**src/hw/rtl/sonar_wall_follow_steering_unit_assert.svh**
```systemverilog
// Assertion macros used by the steering unit controller RTL.
// Needs i_clk and i_rst_n in the scope that uses them.
`ifndef SONAR_WALL_FOLLOW_STEERING_UNIT_ASSERT_SVH
`define SONAR_WALL_FOLLOW_STEERING_UNIT_ASSERT_SVH

// antecedent in this cycle implies consequent in the same cycle
`define SWF_ASSERT_SAME(lbl, ante, cons) \
    lbl: assert property (@(posedge i_clk) disable iff (!i_rst_n) (ante) |-> (cons)) \
        else $error("steering unit assertion failed");

// antecedent in this cycle implies consequent in the next cycle
`define SWF_ASSERT_NEXT(lbl, ante, cons) \
    lbl: assert property (@(posedge i_clk) disable iff (!i_rst_n) (ante) |=> (cons)) \
        else $error("steering unit assertion failed");

`endif

```
**src/hw/rtl/swf_pkg.sv**
```systemverilog
// Shared types, constants and tables of the sonar wall-follow steering unit.
// No dependencies.
`default_nettype none

package swf_pkg;

    localparam int RANGE_FRAC_BITS_DEF = 12;
    localparam int CORDIC_STEPS        = 20;
    localparam int SQRT_STEPS          = 21;
    localparam int STEP_W              = 5;
    localparam int HALF_PI_Q12         = 6434;
    localparam int INV_GAIN_Q20        = 636751;
    localparam int ANG_MAX             = 524287;
    localparam int ANG_MIN             = -524288;
    localparam int CFG_IDX_W           = 4;

    // register indexes
    typedef enum logic [CFG_IDX_W-1:0] {
        CFG_GAIN_DIST      = 4'd0,
        CFG_GAIN_ORIENT    = 4'd1,
        CFG_FRONT_COS_A    = 4'd2,
        CFG_FRONT_COS_B    = 4'd3,
        CFG_FAR_THRESHOLD  = 4'd4,
        CFG_NEAR_THRESHOLD = 4'd5,
        CFG_FAST_SPEED     = 4'd6,
        CFG_SLOW_SPEED     = 4'd7
    } t_cfg_idx;

    localparam logic [15:0] RST_GAIN_DIST      = 16'd256;
    localparam logic [15:0] RST_GAIN_ORIENT    = 16'd256;
    localparam logic [15:0] RST_FRONT_COS_A    = 16'd16384;
    localparam logic [15:0] RST_FRONT_COS_B    = 16'd16384;
    localparam logic [15:0] RST_FAR_THRESHOLD  = 16'd12288;
    localparam logic [15:0] RST_NEAR_THRESHOLD = 16'd4096;
    localparam logic [15:0] RST_FAST_SPEED     = 16'd3277;
    localparam logic [15:0] RST_SLOW_SPEED     = 16'd1638;

    typedef struct packed {
        logic signed [15:0] gain_dist;
        logic signed [15:0] gain_orient;
        logic signed [15:0] front_cos_a;
        logic signed [15:0] front_cos_b;
        logic [15:0]        far_threshold;
        logic [15:0]        near_threshold;
        logic [15:0]        fast_speed;
        logic [15:0]        slow_speed;
    } t_cfg;

    // datapath operations
    typedef enum logic [4:0] {
        OP_NONE,
        OP_CAPTURE,
        OP_FRONT_A,
        OP_FRONT_B,
        OP_SQ_X,
        OP_SQ_Y,
        OP_SQRT,
        OP_ATAN_INIT,
        OP_ATAN_STEP,
        OP_ATAN_FIN,
        OP_COS_INIT,
        OP_COS_STEP,
        OP_COS_FIN,
        OP_LAT,
        OP_ANG_A,
        OP_ANG_B,
        OP_LOAD_OUT
    } t_op;

    typedef struct packed {
        t_op  op;
        logic out_zero;
    } t_cmd;

    typedef struct packed {
        logic sqrt_last;
        logic cordic_last;
    } t_sts;

    // arctan(2^-i) in Q.20
    function automatic logic [19:0] atan_q20(input logic [STEP_W-1:0] idx);
        logic [19:0] v;
        unique case (idx)
            5'd0:    v = 20'd823550;
            5'd1:    v = 20'd486170;
            5'd2:    v = 20'd256879;
            5'd3:    v = 20'd130396;
            5'd4:    v = 20'd65451;
            5'd5:    v = 20'd32757;
            5'd6:    v = 20'd16383;
            5'd7:    v = 20'd8192;
            5'd8:    v = 20'd4096;
            5'd9:    v = 20'd2048;
            5'd10:   v = 20'd1024;
            5'd11:   v = 20'd512;
            5'd12:   v = 20'd256;
            5'd13:   v = 20'd128;
            5'd14:   v = 20'd64;
            5'd15:   v = 20'd32;
            5'd16:   v = 20'd16;
            5'd17:   v = 20'd8;
            5'd18:   v = 20'd4;
            5'd19:   v = 20'd2;
            default: v = 20'd0;
        endcase
        return v;
    endfunction

endpackage

`default_nettype wire

```
**src/hw/rtl/swf_datapath.sv**
```systemverilog
// Datapath of the steering unit: shared multiplier, square root, CORDIC, output regs.
// Depends on swf_pkg; driven by swf_controller commands.
`default_nettype none

module swf_datapath
    import swf_pkg::*;
#(
    parameter int RANGE_FRAC_BITS = RANGE_FRAC_BITS_DEF
) (
    input  wire                i_clk,
    input  wire                i_rst_n,
    input  t_cmd               i_cmd,
    input  t_cfg               i_cfg,
    input  wire signed [19:0]  i_pos_x,
    input  wire signed [19:0]  i_pos_y,
    input  wire [15:0]         i_left_range,
    input  wire [15:0]         i_right_range,
    input  wire [15:0]         i_front_range_a,
    input  wire [15:0]         i_front_range_b,
    output t_sts               o_sts,
    output logic [15:0]        o_linear_speed,
    output logic signed [19:0] o_angular_speed,
    output logic               o_follow_right
);

    localparam int RFB = RANGE_FRAC_BITS;
    localparam int CW  = 24 + RFB;
    localparam int ZW  = 24;
    localparam int AW  = 40 + RFB;
    localparam logic signed [17:0] OFFSET = 18'(((105 << RFB) + 500) / 1000);
    localparam logic signed [AW-1:0] V_HI = AW'(ANG_MAX);
    localparam logic signed [AW-1:0] V_LO = AW'(ANG_MIN);
    localparam logic signed [AW-1:0] V_RND = AW'(1) <<< (7 + RFB);

    // item and history registers
    logic signed [19:0] r_prev_x, r_prev_y;
    logic [15:0]        r_prev_left, r_prev_right;
    logic [15:0]        r_fa, r_fb, r_dp;
    logic signed [20:0] r_dx, r_dy;
    logic signed [16:0] r_dr;
    logic signed [17:0] r_side;
    logic               r_right;

    // intermediate results
    logic [17:0]          r_sum;
    logic [15:0]          r_speed;
    logic [41:0]          r_sq, r_rad;
    logic [22:0]          r_rem;
    logic [20:0]          r_root;
    logic signed [CW-1:0] r_cx, r_cy;
    logic signed [ZW-1:0] r_cz;
    logic                 r_yz, r_xz;
    logic signed [14:0]   r_oe;
    logic [14:0]          r_c;
    logic signed [19:0]   r_de;
    logic signed [AW-1:0] r_acc;
    logic [STEP_W-1:0]    r_step;

    logic signed [21:0] mul_a, mul_b;
    logic signed [43:0] prod, prod_abs, prod_sh;
    logic [16:0]        front_part;
    logic [16:0]        med;
    logic [23:0]        rem_sh, trial;
    logic signed [CW-1:0] xs, ys, cos_t;
    logic signed [ZW-1:0] ang_step, atan_t;
    logic                 up;
    logic signed [AW-1:0] v_sh;
    logic signed [19:0]   v_sat;

    // select multiplier operands
    always_comb begin
        mul_a = '0;
        mul_b = '0;
        unique case (i_cmd.op)
            OP_FRONT_A: begin
                mul_a = 22'(i_cfg.front_cos_a);
                mul_b = 22'(r_fa);
            end
            OP_FRONT_B: begin
                mul_a = 22'(i_cfg.front_cos_b);
                mul_b = 22'(r_fb);
            end
            OP_SQ_X: begin
                mul_a = 22'(r_dx);
                mul_b = 22'(r_dx);
            end
            OP_SQ_Y: begin
                mul_a = 22'(r_dy);
                mul_b = 22'(r_dy);
            end
            OP_LAT: begin
                mul_a = 22'(r_side);
                mul_b = 22'(r_c);
            end
            OP_ANG_A: begin
                mul_a = 22'(i_cfg.gain_dist);
                mul_b = 22'(r_de);
            end
            OP_ANG_B: begin
                mul_a = 22'(i_cfg.gain_orient);
                mul_b = 22'(r_oe);
            end
            default: begin
                mul_a = '0;
                mul_b = '0;
            end
        endcase
    end

    assign prod       = mul_a * mul_b;
    assign prod_abs   = prod[43] ? -prod : prod;
    assign front_part = prod_abs[30:14];
    assign prod_sh    = prod >>> 14;
    assign med        = r_sum[17:1];

    // one square root digit
    assign rem_sh = {r_rem[21:0], r_rad[41:40]};
    assign trial  = {1'b0, r_root, 2'b01};

    // one CORDIC micro-rotation
    assign xs       = r_cx >>> r_step;
    assign ys       = r_cy >>> r_step;
    assign ang_step = ZW'(atan_q20(r_step));
    assign up       = (i_cmd.op == OP_ATAN_STEP) ? (r_cy > 0) : r_cz[ZW-1];
    assign atan_t   = (r_cz + ZW'(128)) >>> 8;
    assign cos_t    = (r_cx + CW'(32)) >>> 6;

    // round, scale and saturate the steering sum
    assign v_sh = (r_acc + V_RND) >>> (8 + RFB);
    always_comb begin
        if (v_sh > V_HI) begin
            v_sat = 20'(ANG_MAX);
        end else if (v_sh < V_LO) begin
            v_sat = 20'(ANG_MIN);
        end else begin
            v_sat = v_sh[19:0];
        end
    end

    // step counter for the iterative units
    always_ff @(posedge i_clk) begin
        if (!i_rst_n) begin
            r_step <= '0;
        end else if (i_cmd.op == OP_SQRT || i_cmd.op == OP_ATAN_STEP ||
                     i_cmd.op == OP_COS_STEP) begin
            r_step <= r_step + 1'b1;
        end else begin
            r_step <= '0;
        end
    end

    assign o_sts.sqrt_last   = (r_step == STEP_W'(SQRT_STEPS - 1));
    assign o_sts.cordic_last = (r_step == STEP_W'(CORDIC_STEPS - 1));

    // execute the commanded operation
    always_ff @(posedge i_clk) begin
        unique case (i_cmd.op)
            OP_CAPTURE: begin
                r_dx         <= 21'(i_pos_x) - 21'(r_prev_x);
                r_dy         <= 21'(i_pos_y) - 21'(r_prev_y);
                r_right      <= (i_left_range >= i_right_range);
                r_dp         <= 16'((17'(i_left_range) + 17'(i_right_range)) >> 1);
                r_fa         <= i_front_range_a;
                r_fb         <= i_front_range_b;
                if (i_left_range >= i_right_range) begin
                    r_dr   <= $signed(17'(r_prev_right)) - $signed(17'(i_right_range));
                    r_side <= OFFSET - $signed(18'(i_right_range));
                end else begin
                    r_dr   <= $signed(17'(i_left_range)) - $signed(17'(r_prev_left));
                    r_side <= $signed(18'(i_left_range)) + OFFSET;
                end
                r_prev_x     <= i_pos_x;
                r_prev_y     <= i_pos_y;
                r_prev_left  <= i_left_range;
                r_prev_right <= i_right_range;
            end
            OP_FRONT_A: begin
                r_sum <= 18'(front_part);
            end
            OP_FRONT_B: begin
                r_sum <= r_sum + 18'(front_part);
            end
            OP_SQ_X: begin
                r_sq <= prod[41:0];
                if (med >= 17'(i_cfg.far_threshold)) begin
                    r_speed <= i_cfg.fast_speed;
                end else if (med > 17'(i_cfg.near_threshold)) begin
                    r_speed <= i_cfg.slow_speed;
                end else begin
                    r_speed <= '0;
                end
            end
            OP_SQ_Y: begin
                r_rad  <= r_sq + prod[41:0];
                r_rem  <= '0;
                r_root <= '0;
            end
            OP_SQRT: begin
                r_rad <= {r_rad[39:0], 2'b00};
                if (rem_sh >= trial) begin
                    r_rem  <= 23'(rem_sh - trial);
                    r_root <= {r_root[19:0], 1'b1};
                end else begin
                    r_rem  <= 23'(rem_sh);
                    r_root <= {r_root[19:0], 1'b0};
                end
            end
            OP_ATAN_INIT: begin
                r_cx <= $signed(CW'(r_root) << RFB);
                r_cy <= CW'(r_dr) <<< 12;
                r_cz <= '0;
                r_yz <= (r_dr == '0);
                r_xz <= (r_root == '0);
            end
            OP_ATAN_STEP, OP_COS_STEP: begin
                if (up) begin
                    r_cx <= r_cx + ys;
                    r_cy <= r_cy - xs;
                    r_cz <= r_cz + ang_step;
                end else begin
                    r_cx <= r_cx - ys;
                    r_cy <= r_cy + xs;
                    r_cz <= r_cz - ang_step;
                end
            end
            OP_ATAN_FIN: begin
                if (r_yz) begin
                    r_oe <= '0;
                end else if (r_xz) begin
                    r_oe <= r_dr[16] ? -15'(HALF_PI_Q12) : 15'(HALF_PI_Q12);
                end else begin
                    r_oe <= atan_t[14:0];
                end
            end
            OP_COS_INIT: begin
                r_cx <= CW'(INV_GAIN_Q20);
                r_cy <= '0;
                r_cz <= ZW'(r_oe) <<< 8;
            end
            OP_COS_FIN: begin
                if (cos_t < 0) begin
                    r_c <= '0;
                end else if (cos_t > CW'(16384)) begin
                    r_c <= 15'd16384;
                end else begin
                    r_c <= cos_t[14:0];
                end
            end
            OP_LAT: begin
                if (r_right) begin
                    r_de <= 20'(prod_sh + 44'(r_dp));
                end else begin
                    r_de <= 20'(prod_sh - 44'(r_dp));
                end
            end
            OP_ANG_A: begin
                r_acc <= AW'(prod) <<< 12;
            end
            OP_ANG_B: begin
                r_acc <= r_acc + (AW'(prod) <<< RFB);
            end
            OP_LOAD_OUT: begin
                if (i_cmd.out_zero) begin
                    o_linear_speed  <= '0;
                    o_angular_speed <= '0;
                    o_follow_right  <= 1'b0;
                end else begin
                    o_linear_speed  <= r_speed;
                    o_angular_speed <= (r_speed == '0) ? '0 : v_sat;
                    o_follow_right  <= r_right;
                end
            end
            default: begin
            end
        endcase
    end

endmodule

`default_nettype wire

```
**src/hw/rtl/swf_controller.sv**
```systemverilog
// Sequencer of the steering unit: handshakes, priming and datapath commands.
// Depends on swf_pkg and the assertion macro header.
`default_nettype none

`include "sonar_wall_follow_steering_unit_assert.svh"

module swf_controller
    import swf_pkg::*;
(
    input  wire   i_clk,
    input  wire   i_rst_n,
    input  wire   i_s_tvalid,
    output logic  o_s_tready,
    output logic  o_m_tvalid,
    input  wire   i_m_tready,
    input  t_sts  i_sts,
    output t_cmd  o_cmd
);

    typedef enum logic [15:0] {
        S_IDLE      = 16'h0001,
        S_FRONT_A   = 16'h0002,
        S_FRONT_B   = 16'h0004,
        S_SQ_X      = 16'h0008,
        S_SQ_Y      = 16'h0010,
        S_SQRT      = 16'h0020,
        S_ATAN_INIT = 16'h0040,
        S_ATAN      = 16'h0080,
        S_ATAN_FIN  = 16'h0100,
        S_COS_INIT  = 16'h0200,
        S_COS       = 16'h0400,
        S_COS_FIN   = 16'h0800,
        S_LAT       = 16'h1000,
        S_ANG_A     = 16'h2000,
        S_ANG_B     = 16'h4000,
        S_DONE      = 16'h8000
    } t_state;

    t_state r_state, n_state;
    logic   r_primed, n_primed;
    logic   r_zero, n_zero;
    logic   r_o_valid, n_o_valid;

    assign o_s_tready = (r_state == S_IDLE);
    assign o_m_tvalid = r_o_valid;

    // next state and command
    always_comb begin
        n_state      = r_state;
        n_primed     = r_primed;
        n_zero       = r_zero;
        n_o_valid    = r_o_valid & ~i_m_tready;
        o_cmd.op       = OP_NONE;
        o_cmd.out_zero = r_zero;
        unique case (r_state)
            S_IDLE: begin
                if (i_s_tvalid) begin
                    o_cmd.op = OP_CAPTURE;
                    n_primed = 1'b1;
                    n_zero   = ~r_primed;
                    n_state  = r_primed ? S_FRONT_A : S_DONE;
                end
            end
            S_FRONT_A: begin
                o_cmd.op = OP_FRONT_A;
                n_state  = S_FRONT_B;
            end
            S_FRONT_B: begin
                o_cmd.op = OP_FRONT_B;
                n_state  = S_SQ_X;
            end
            S_SQ_X: begin
                o_cmd.op = OP_SQ_X;
                n_state  = S_SQ_Y;
            end
            S_SQ_Y: begin
                o_cmd.op = OP_SQ_Y;
                n_state  = S_SQRT;
            end
            S_SQRT: begin
                o_cmd.op = OP_SQRT;
                if (i_sts.sqrt_last) begin
                    n_state = S_ATAN_INIT;
                end
            end
            S_ATAN_INIT: begin
                o_cmd.op = OP_ATAN_INIT;
                n_state  = S_ATAN;
            end
            S_ATAN: begin
                o_cmd.op = OP_ATAN_STEP;
                if (i_sts.cordic_last) begin
                    n_state = S_ATAN_FIN;
                end
            end
            S_ATAN_FIN: begin
                o_cmd.op = OP_ATAN_FIN;
                n_state  = S_COS_INIT;
            end
            S_COS_INIT: begin
                o_cmd.op = OP_COS_INIT;
                n_state  = S_COS;
            end
            S_COS: begin
                o_cmd.op = OP_COS_STEP;
                if (i_sts.cordic_last) begin
                    n_state = S_COS_FIN;
                end
            end
            S_COS_FIN: begin
                o_cmd.op = OP_COS_FIN;
                n_state  = S_LAT;
            end
            S_LAT: begin
                o_cmd.op = OP_LAT;
                n_state  = S_ANG_A;
            end
            S_ANG_A: begin
                o_cmd.op = OP_ANG_A;
                n_state  = S_ANG_B;
            end
            S_ANG_B: begin
                o_cmd.op = OP_ANG_B;
                n_state  = S_DONE;
            end
            S_DONE: begin
                // hold until the output register is free
                if (!r_o_valid || i_m_tready) begin
                    o_cmd.op  = OP_LOAD_OUT;
                    n_o_valid = 1'b1;
                    n_state   = S_IDLE;
                end
            end
            default: begin
                n_state = S_IDLE;
            end
        endcase
    end

    always_ff @(posedge i_clk) begin
        if (!i_rst_n) begin
            r_state   <= S_IDLE;
            r_primed  <= 1'b0;
            r_zero    <= 1'b0;
            r_o_valid <= 1'b0;
        end else begin
            r_state   <= n_state;
            r_primed  <= n_primed;
            r_zero    <= n_zero;
            r_o_valid <= n_o_valid;
        end
    end

    `SWF_ASSERT_NEXT(a_busy_after_accept, i_s_tvalid && o_s_tready, r_state != S_IDLE)
    `SWF_ASSERT_NEXT(a_done_waits, r_state == S_DONE && r_o_valid && !i_m_tready, r_state == S_DONE)
    `SWF_ASSERT_NEXT(a_sqrt_runs, r_state == S_SQRT && !i_sts.sqrt_last, r_state == S_SQRT)
    `SWF_ASSERT_SAME(a_primed_work, r_state != S_IDLE && r_state != S_DONE, r_primed)

endmodule

`default_nettype wire

```
**src/hw/rtl/sonar_wall_follow_steering_unit.sv**
```systemverilog
// Channel      Dir  Fields (lowest bit first)
// s_axis       in   tdata: pos_x[19:0] pos_y[39:20] left[55:40] right[71:56] front_a, front_b
// m_axis       out  tdata: linear_speed[15:0] angular_speed[35:16]; tuser: follow_right
// cfg          in   index[3:0], data[15:0]; always ready, indexes above 7 ignored
//
// Each item runs through a 21-step square root and two 20-step CORDIC passes in
// turn; no new item is accepted until its result is loaded. The first item after
// reset only primes the history and gives an all-zero result.
// A finished result waits in the output register; the next item is accepted
// meanwhile. Reset is synchronous, active low; no clearing pass.
`default_nettype none

module sonar_wall_follow_steering_unit
    import swf_pkg::*;
#(
    parameter int RANGE_FRAC_BITS = RANGE_FRAC_BITS_DEF
) (
    input  wire                  i_clk,
    input  wire                  i_rst_n,
    input  wire                  s_axis_tvalid,
    output logic                 s_axis_tready,
    input  wire [103:0]          s_axis_tdata,   // pos_x, pos_y, left, right, front_a, front_b
    output logic                 m_axis_tvalid,
    input  wire                  m_axis_tready,
    output logic [39:0]          m_axis_tdata,   // linear_speed, angular_speed, zero pad
    output logic                 m_axis_tuser,   // follow_right
    input  wire                  i_cfg_valid,
    output logic                 o_cfg_ready,
    input  wire [CFG_IDX_W-1:0]  i_cfg_index,
    input  wire [15:0]           i_cfg_data
);

    t_cfg r_cfg;
    t_cmd cmd;
    t_sts sts;
    logic [15:0]        lin;
    logic signed [19:0] ang;
    logic               fol;

    // register file writes
    assign o_cfg_ready = 1'b1;
    always_ff @(posedge i_clk) begin
        if (!i_rst_n) begin
            r_cfg.gain_dist      <= RST_GAIN_DIST;
            r_cfg.gain_orient    <= RST_GAIN_ORIENT;
            r_cfg.front_cos_a    <= RST_FRONT_COS_A;
            r_cfg.front_cos_b    <= RST_FRONT_COS_B;
            r_cfg.far_threshold  <= RST_FAR_THRESHOLD;
            r_cfg.near_threshold <= RST_NEAR_THRESHOLD;
            r_cfg.fast_speed     <= RST_FAST_SPEED;
            r_cfg.slow_speed     <= RST_SLOW_SPEED;
        end else if (i_cfg_valid) begin
            unique case (i_cfg_index)
                CFG_GAIN_DIST:      r_cfg.gain_dist      <= i_cfg_data;
                CFG_GAIN_ORIENT:    r_cfg.gain_orient    <= i_cfg_data;
                CFG_FRONT_COS_A:    r_cfg.front_cos_a    <= i_cfg_data;
                CFG_FRONT_COS_B:    r_cfg.front_cos_b    <= i_cfg_data;
                CFG_FAR_THRESHOLD:  r_cfg.far_threshold  <= i_cfg_data;
                CFG_NEAR_THRESHOLD: r_cfg.near_threshold <= i_cfg_data;
                CFG_FAST_SPEED:     r_cfg.fast_speed     <= i_cfg_data;
                CFG_SLOW_SPEED:     r_cfg.slow_speed     <= i_cfg_data;
                default: begin
                end
            endcase
        end
    end

    swf_controller u_ctrl (
        .i_clk      (i_clk),
        .i_rst_n    (i_rst_n),
        .i_s_tvalid (s_axis_tvalid),
        .o_s_tready (s_axis_tready),
        .o_m_tvalid (m_axis_tvalid),
        .i_m_tready (m_axis_tready),
        .i_sts      (sts),
        .o_cmd      (cmd)
    );

    swf_datapath #(
        .RANGE_FRAC_BITS (RANGE_FRAC_BITS)
    ) u_dp (
        .i_clk           (i_clk),
        .i_rst_n         (i_rst_n),
        .i_cmd           (cmd),
        .i_cfg           (r_cfg),
        .i_pos_x         (s_axis_tdata[19:0]),
        .i_pos_y         (s_axis_tdata[39:20]),
        .i_left_range    (s_axis_tdata[55:40]),
        .i_right_range   (s_axis_tdata[71:56]),
        .i_front_range_a (s_axis_tdata[87:72]),
        .i_front_range_b (s_axis_tdata[103:88]),
        .o_sts           (sts),
        .o_linear_speed  (lin),
        .o_angular_speed (ang),
        .o_follow_right  (fol)
    );

    assign m_axis_tdata = {4'b0000, ang, lin};
    assign m_axis_tuser = fol;

endmodule

`default_nettype wire
```
**config.mk**
```make
export PLATFORM = sky130hd
export DESIGN_NAME = sonar_wall_follow_steering_unit
export DESIGN_NICKNAME = d
export VERILOG_FILES = /design/src/hw/rtl/swf_pkg.sv /design/src/hw/rtl/swf_datapath.sv /design/src/hw/rtl/swf_controller.sv /design/src/hw/rtl/sonar_wall_follow_steering_unit.sv
export VERILOG_INCLUDE_DIRS = /design/src /design/src/hw/rtl
export SDC_FILE = /design/constraint.sdc
export NUM_CORES = 2
export LEC_CHECK = 0
export ABC_AREA = 1
export BUFFER_PORTS_ARGS = -buffer_cell sky130_fd_sc_hd__buf_2
export CAP_MARGIN = 10
export CORE_MARGIN = 2
export CORE_UTILIZATION = 25
export DETAILED_ROUTE_END_ITERATION = 8
export GPL_ROUTABILITY_DRIVEN = 0
export PLACE_DENSITY_LB_ADDON = 0.25
export SLEW_MARGIN = 40
export SYNTH_ARGS = -nofsm -noshare
export SYNTH_HDL_FRONTEND = slang
export SYNTH_SLANG_ARGS = --single-unit
```
**constraint.sdc**
```tcl
create_clock -name i_clk -period 25.4 [get_ports i_clk]
set_clock_uncertainty 0.1 [all_clocks]
set_input_delay 5.08 -clock i_clk [delete_from_list [all_inputs] [get_ports i_clk]]
set_output_delay 5.08 -clock i_clk [all_outputs]
set_load 0.05 [all_outputs]
```
==> results.md <==
- The flow ran to the end, and the final reports show no timing, DRC or antenna violations.
- The clock-pin slew on the worst setup and hold paths is 0.06 ns.
- The core region is 293,300 um2.
- Setup violations remaining at the end of the flow were counted as 0.
- At the end of the flow, the number of nets in the layout was 10,794.
- The share of synthesized area occupied by flip-flops and latches is 0.2852.
- For the worst flop-to-flop path, the logic depth is 57.
- The routed wire length is 251,900 um.
- The tool flagged a number of max-cap violations equal to 0.
- The clock passes through at most 3 buffers.
- The number of buffers inserted to repair setup after CTS is 0.
- The overall fraction of global-route tracks in use is 0.1658.
- For this configuration, the core starts out at a cell density of 0.2508.
- After synthesis, the mean cell area works out to 7.689 um2.
- The via count of the first global-routing pass is 63,938.
- CTS saw 756 sinks.
- The post-detailed-route wirelength per cell is 18.47 um.
- The cell class contributing the biggest share of worst-path delay is adder cells.
- After synthesis the cells add up to 73,560 um2.
- The most used flip-flop cell after synthesis is sky130_fd_sc_hd__edfxtp_1.
- In this run the critical register-to-register path is launched from u_ctrl.r_state[4].
- The final hold violation count came to 0.
- By instance count, the cell type seen most on the critical path is sky130_fd_sc_hd__nand2_1.
- Setup repair after global routing left no endpoint under its margin.
- The worst setup path is captured at a register.
- The static leakage is 0.03891 uW.
- The number of antenna violations at the first check in global routing is 13.
- The peak supply drop is 0.05220 mV.
- Across all register-to-register paths, the minimum setup slack is 13.05 ns.
- The die is 546.5 um wide.
- In this run the tightest slew margin relative to its limit is 0.3878.
- The first global-routing pass estimated 386,800 um of wire.
- The count of cells along the worst hold path is 2.
- The maximum fanout along the worst path is 46.
- The synthesized netlist contains 67 unique library cells.
- STA puts the critical path data arrival time at 12.78 ns.
- The total count of max-transition violations in the final report is 0.
- Measured along the y axis, the die boundary spans 546.5 um.
- The largest net degree at the start of global routing is 102.
- The endpoint of the worst register-to-register path is u_dp.r_sum[15].
- For this run, the slowest stage of the critical path takes 0.58 ns.
- The peak clock frequency supported by timing is 0.08094 GHz.
- The worst setup path is launched from a register.
- Input and output buffers added on the ports amount to 167.
- The transition at the pin with the smallest max-transition slack is 0.9087 ns.
- Yosys printed 0 warnings.
- The layout overhead on the synthesized area is 11.71%.
- The clock tree from TritonCTS is yes.
- Together, buffers and inverters on the worst path number 13.
- At the end of the flow the core is filled with cells to 0.2802.
- At the worst endpoint, the required time is 25.83 ns.
- In this run the clock root is driven by a sky130_fd_sc_hd__clkbuf_16.
- By area the synthesized netlist is led by sky130_fd_sc_hd__edfxtp_1 24%, sky130_fd_sc_hd__fa_1 14%, sky130_fd_sc_hd__nand2_1 11%, sky130_fd_sc_hd__ha_1 8.9%, sky130_fd_sc_hd__inv_1 7.9%.
- The number of detailed-routing iterations run before antenna repair is 7.
- The post-CTS resize count is 0.
- Across all layers, the routed design uses 64,947 vias.
- The HPWL after detailed placement is 200,400 um.
- For this block, the initial DRC count from the detailed router was 5,638.
- The minimum period implied by the final worst setup slack is 12.35 ns.
- In the synthesized netlist, the number of instances is 9,567.
- In the final layout, the share of cells above drive strength 1 is 0.06007.
- Synthesis inferred 756 register bits.
- The die area is 298,600 um2.
- Counting buffers and inverters, the worst setup path is 57 cells deep.
- The async set-reset flop share out of synthesis is 0.
- The count of flip-flops with a built-in enable after synthesis is 584.
- The critical path in this run is classified as register to register.
- Using the TritonRoute via totals, the vias-per-cell ratio works out to 4.760.
- The ratio of final minimum period to clock period is 0.4864.
- The cell type with the largest total area after synthesis is sky130_fd_sc_hd__edfxtp_1.
- The sum of negative setup slack is 0 ns.
- The clock tree synthesis step divided the H-tree into 3 levels.
- The path with the worst hold slack has its endpoint at r_cfg[73].
- The total overflow reported by the global router is 0.
- The startpoint identified for the worst hold timing path is r_cfg[73].
- The share of synthesized area in the top cell type comes to 0.2384.
- Clock tree synthesis inserted a total of 93 buffers.
- Once detail routing completed, the nets flagged for antenna violations numbered 0.
- The floorplan has 199 rows.
- The number of hold buffers added after CTS is 0.
- Power spread over the standard cell area amounts to 40.43 nW/um2.
- The slowest library cell on the worst path is sky130_fd_sc_hd__nor4_1.
- Pin placement for this block handled 173 I/O pins.
- The clock latency reported for the late side of the worst-skew pair is 0.78 ns.
- The classification of the worst-slack hold path is register to register.
- After detailed routing, the number of remaining DRC violations is 0.
## registers in the layout, summed over array words and instances, names as in the netlist, 22 cells and up
| name | flops |
|---|---|
| r_cfg | 128 |
| u_dp.r_acc | 40 |
| u_dp.r_cx | 36 |
| u_dp.r_cy | 36 |
| u_dp.r_cz | 24 |
| u_dp.r_rad | 42 |
| u_dp.r_rem | 22 |
| u_dp.r_sq | 42 |
## area by class of cell
type / count / area [um2]
Antenna cell: 3 / 7.507
Clock buffer: 112 / 2586
Clock inverter: 63 / 670.6
Fill cell: 31975 / 211100
Inverter: 1570 / 5898
Multi-Input combinational cell: 6954 / 45520
Sequential cell: 756 / 20990
Tap cell: 3919 / 4903
Timing Repair Buffer: 267 / 1604
## power breakdown
group	switching [uW]	internal, uW	total [uW]
logic	288	125	412
registers	51.8	1430	1480
clock network	616	810	1430
total	956	2370	3320
## worst register-to-register path, delay by kind of cell, from the launching register on
kind,cells,cell delay (ns)
adders and majority gates,9,4.34
AOI/OAI and AO/OA,5,1.09
xor gates and xnor gates,1,0.14
buffers and inverters,13,2.36
DFF,1,0.37
and+or+nand+nor,29,3.72
## how the worst max path moves through the flow
stage                       startpoint        endpoint  slack (ns)
finish               u_ctrl.r_state[4]  u_dp.r_sum[15]       13.05
global route        u_ctrl.r_state[15]  u_dp.r_sum[15]       11.91
CTS                 u_ctrl.r_state[11]  u_dp.r_sum[15]       12.97
detailed placement  u_ctrl.r_state[11]  u_dp.r_sum[15]       13.02
global placement    u_ctrl.r_state[13]  u_dp.r_sum[15]       12.95
floorplan                s_axis_tvalid   u_ctrl.r_zero       11.13
## layout by cell type, fill, tap and decap left out, drive strengths merged, types with 30 or more instances in the layout
cell type / instances
a31oi: 55
dfxtp: 172
a21oi: 599
ha: 524
nand2: 2236
buf: 267
xnor2: 143
nor4: 45
nand3: 624
inv: 1567
fa: 499
nand4: 103
o21ai: 606
edfxtp: 584
clkinv: 52
nor3: 105
or2: 30
a221oi: 34
clkbuf: 112
a21o: 31
xor2: 268
nor2: 822
## routing by layer
layer  wire length (um)  GRT usage  vias up
li1                   -          -    31219
met1             115500     0.2305    31370
met2             113600     0.2669     2022
met3              14710    0.02087      330
met4               8056    0.04981        6
met5                 38          0        -
## synthesized netlist by cell type, drive strengths merged, types with 3 or more instances
cell type,number
o221ai,8
a21oi,599
inv,1561
dfxtp,172
edfxtp,584
o21ai,606
o21bai,22
o31ai,10
nand3b,27
nor2,822
o2111ai,7
clkinv,9
a211oi,10
fa,499
and3,8
or2,30
o32ai,5
and2,7
nand2,2236
nand3,624
nor3,105
a31oi,55
o21a,22
a21boi,22
buf,154
a22o,9
o311ai,5
a21o,31
clkbuf,136
xor2,268
nand4,103
nor4,45
o41ai,3
xnor2,143
ha,524
o211ai,27
a221oi,34
o22ai,15
nor3b,7
## cell families (layout without fill, tap and decap cells)
| kind of cell | after synthesis | in the layout | share of synthesized area |
|---|---|---|---|
| AND/OR/NAND/NOR | 4018 | 4018 | 0.2299 |
| XOR/XNOR | 411 | 411 | 0.04904 |
| flip-flops | 756 | 756 | 0.2852 |
| AO/OA/AOI/OAI | 1495 | 1495 | 0.1124 |
| multiplexers | 2 | 2 | 0.0002721 |
| other | 2 | 8 | 0.0001021 |
| buffers and inverters | 1860 | 2012 | 0.09824 |
| adder cells (fa/ha/maj) | 1023 | 1023 | 0.2249 |
## per-stage QoR
| stage | total power [uW] | cell area, um2 | setup slack [ns] | instances | hold slack [ns] |
|---|---|---|---|---|---|
| 2_1_floorplan | 1770 | 73570 | 11.13 | 9570 | 0.3245 |
| 3_3_place_gp | 1918 | 78840 | 12.95 | 13466 | 0.3362 |
| 3_5_place_dp | 1921 | 78900 | 13.02 | 13466 | 0.3426 |
| 4_1_cts | 3366 | 82160 | 12.97 | 13641 | 0.3525 |
| 5_1_grt | 3455 | 82180 | 11.91 | 13643 | 0.3728 |
| 6_report | 3323 | 82180 | 13.05 | 13644 | 0.3540 |
No activity file was read; power rests on OpenSTA's default activity.
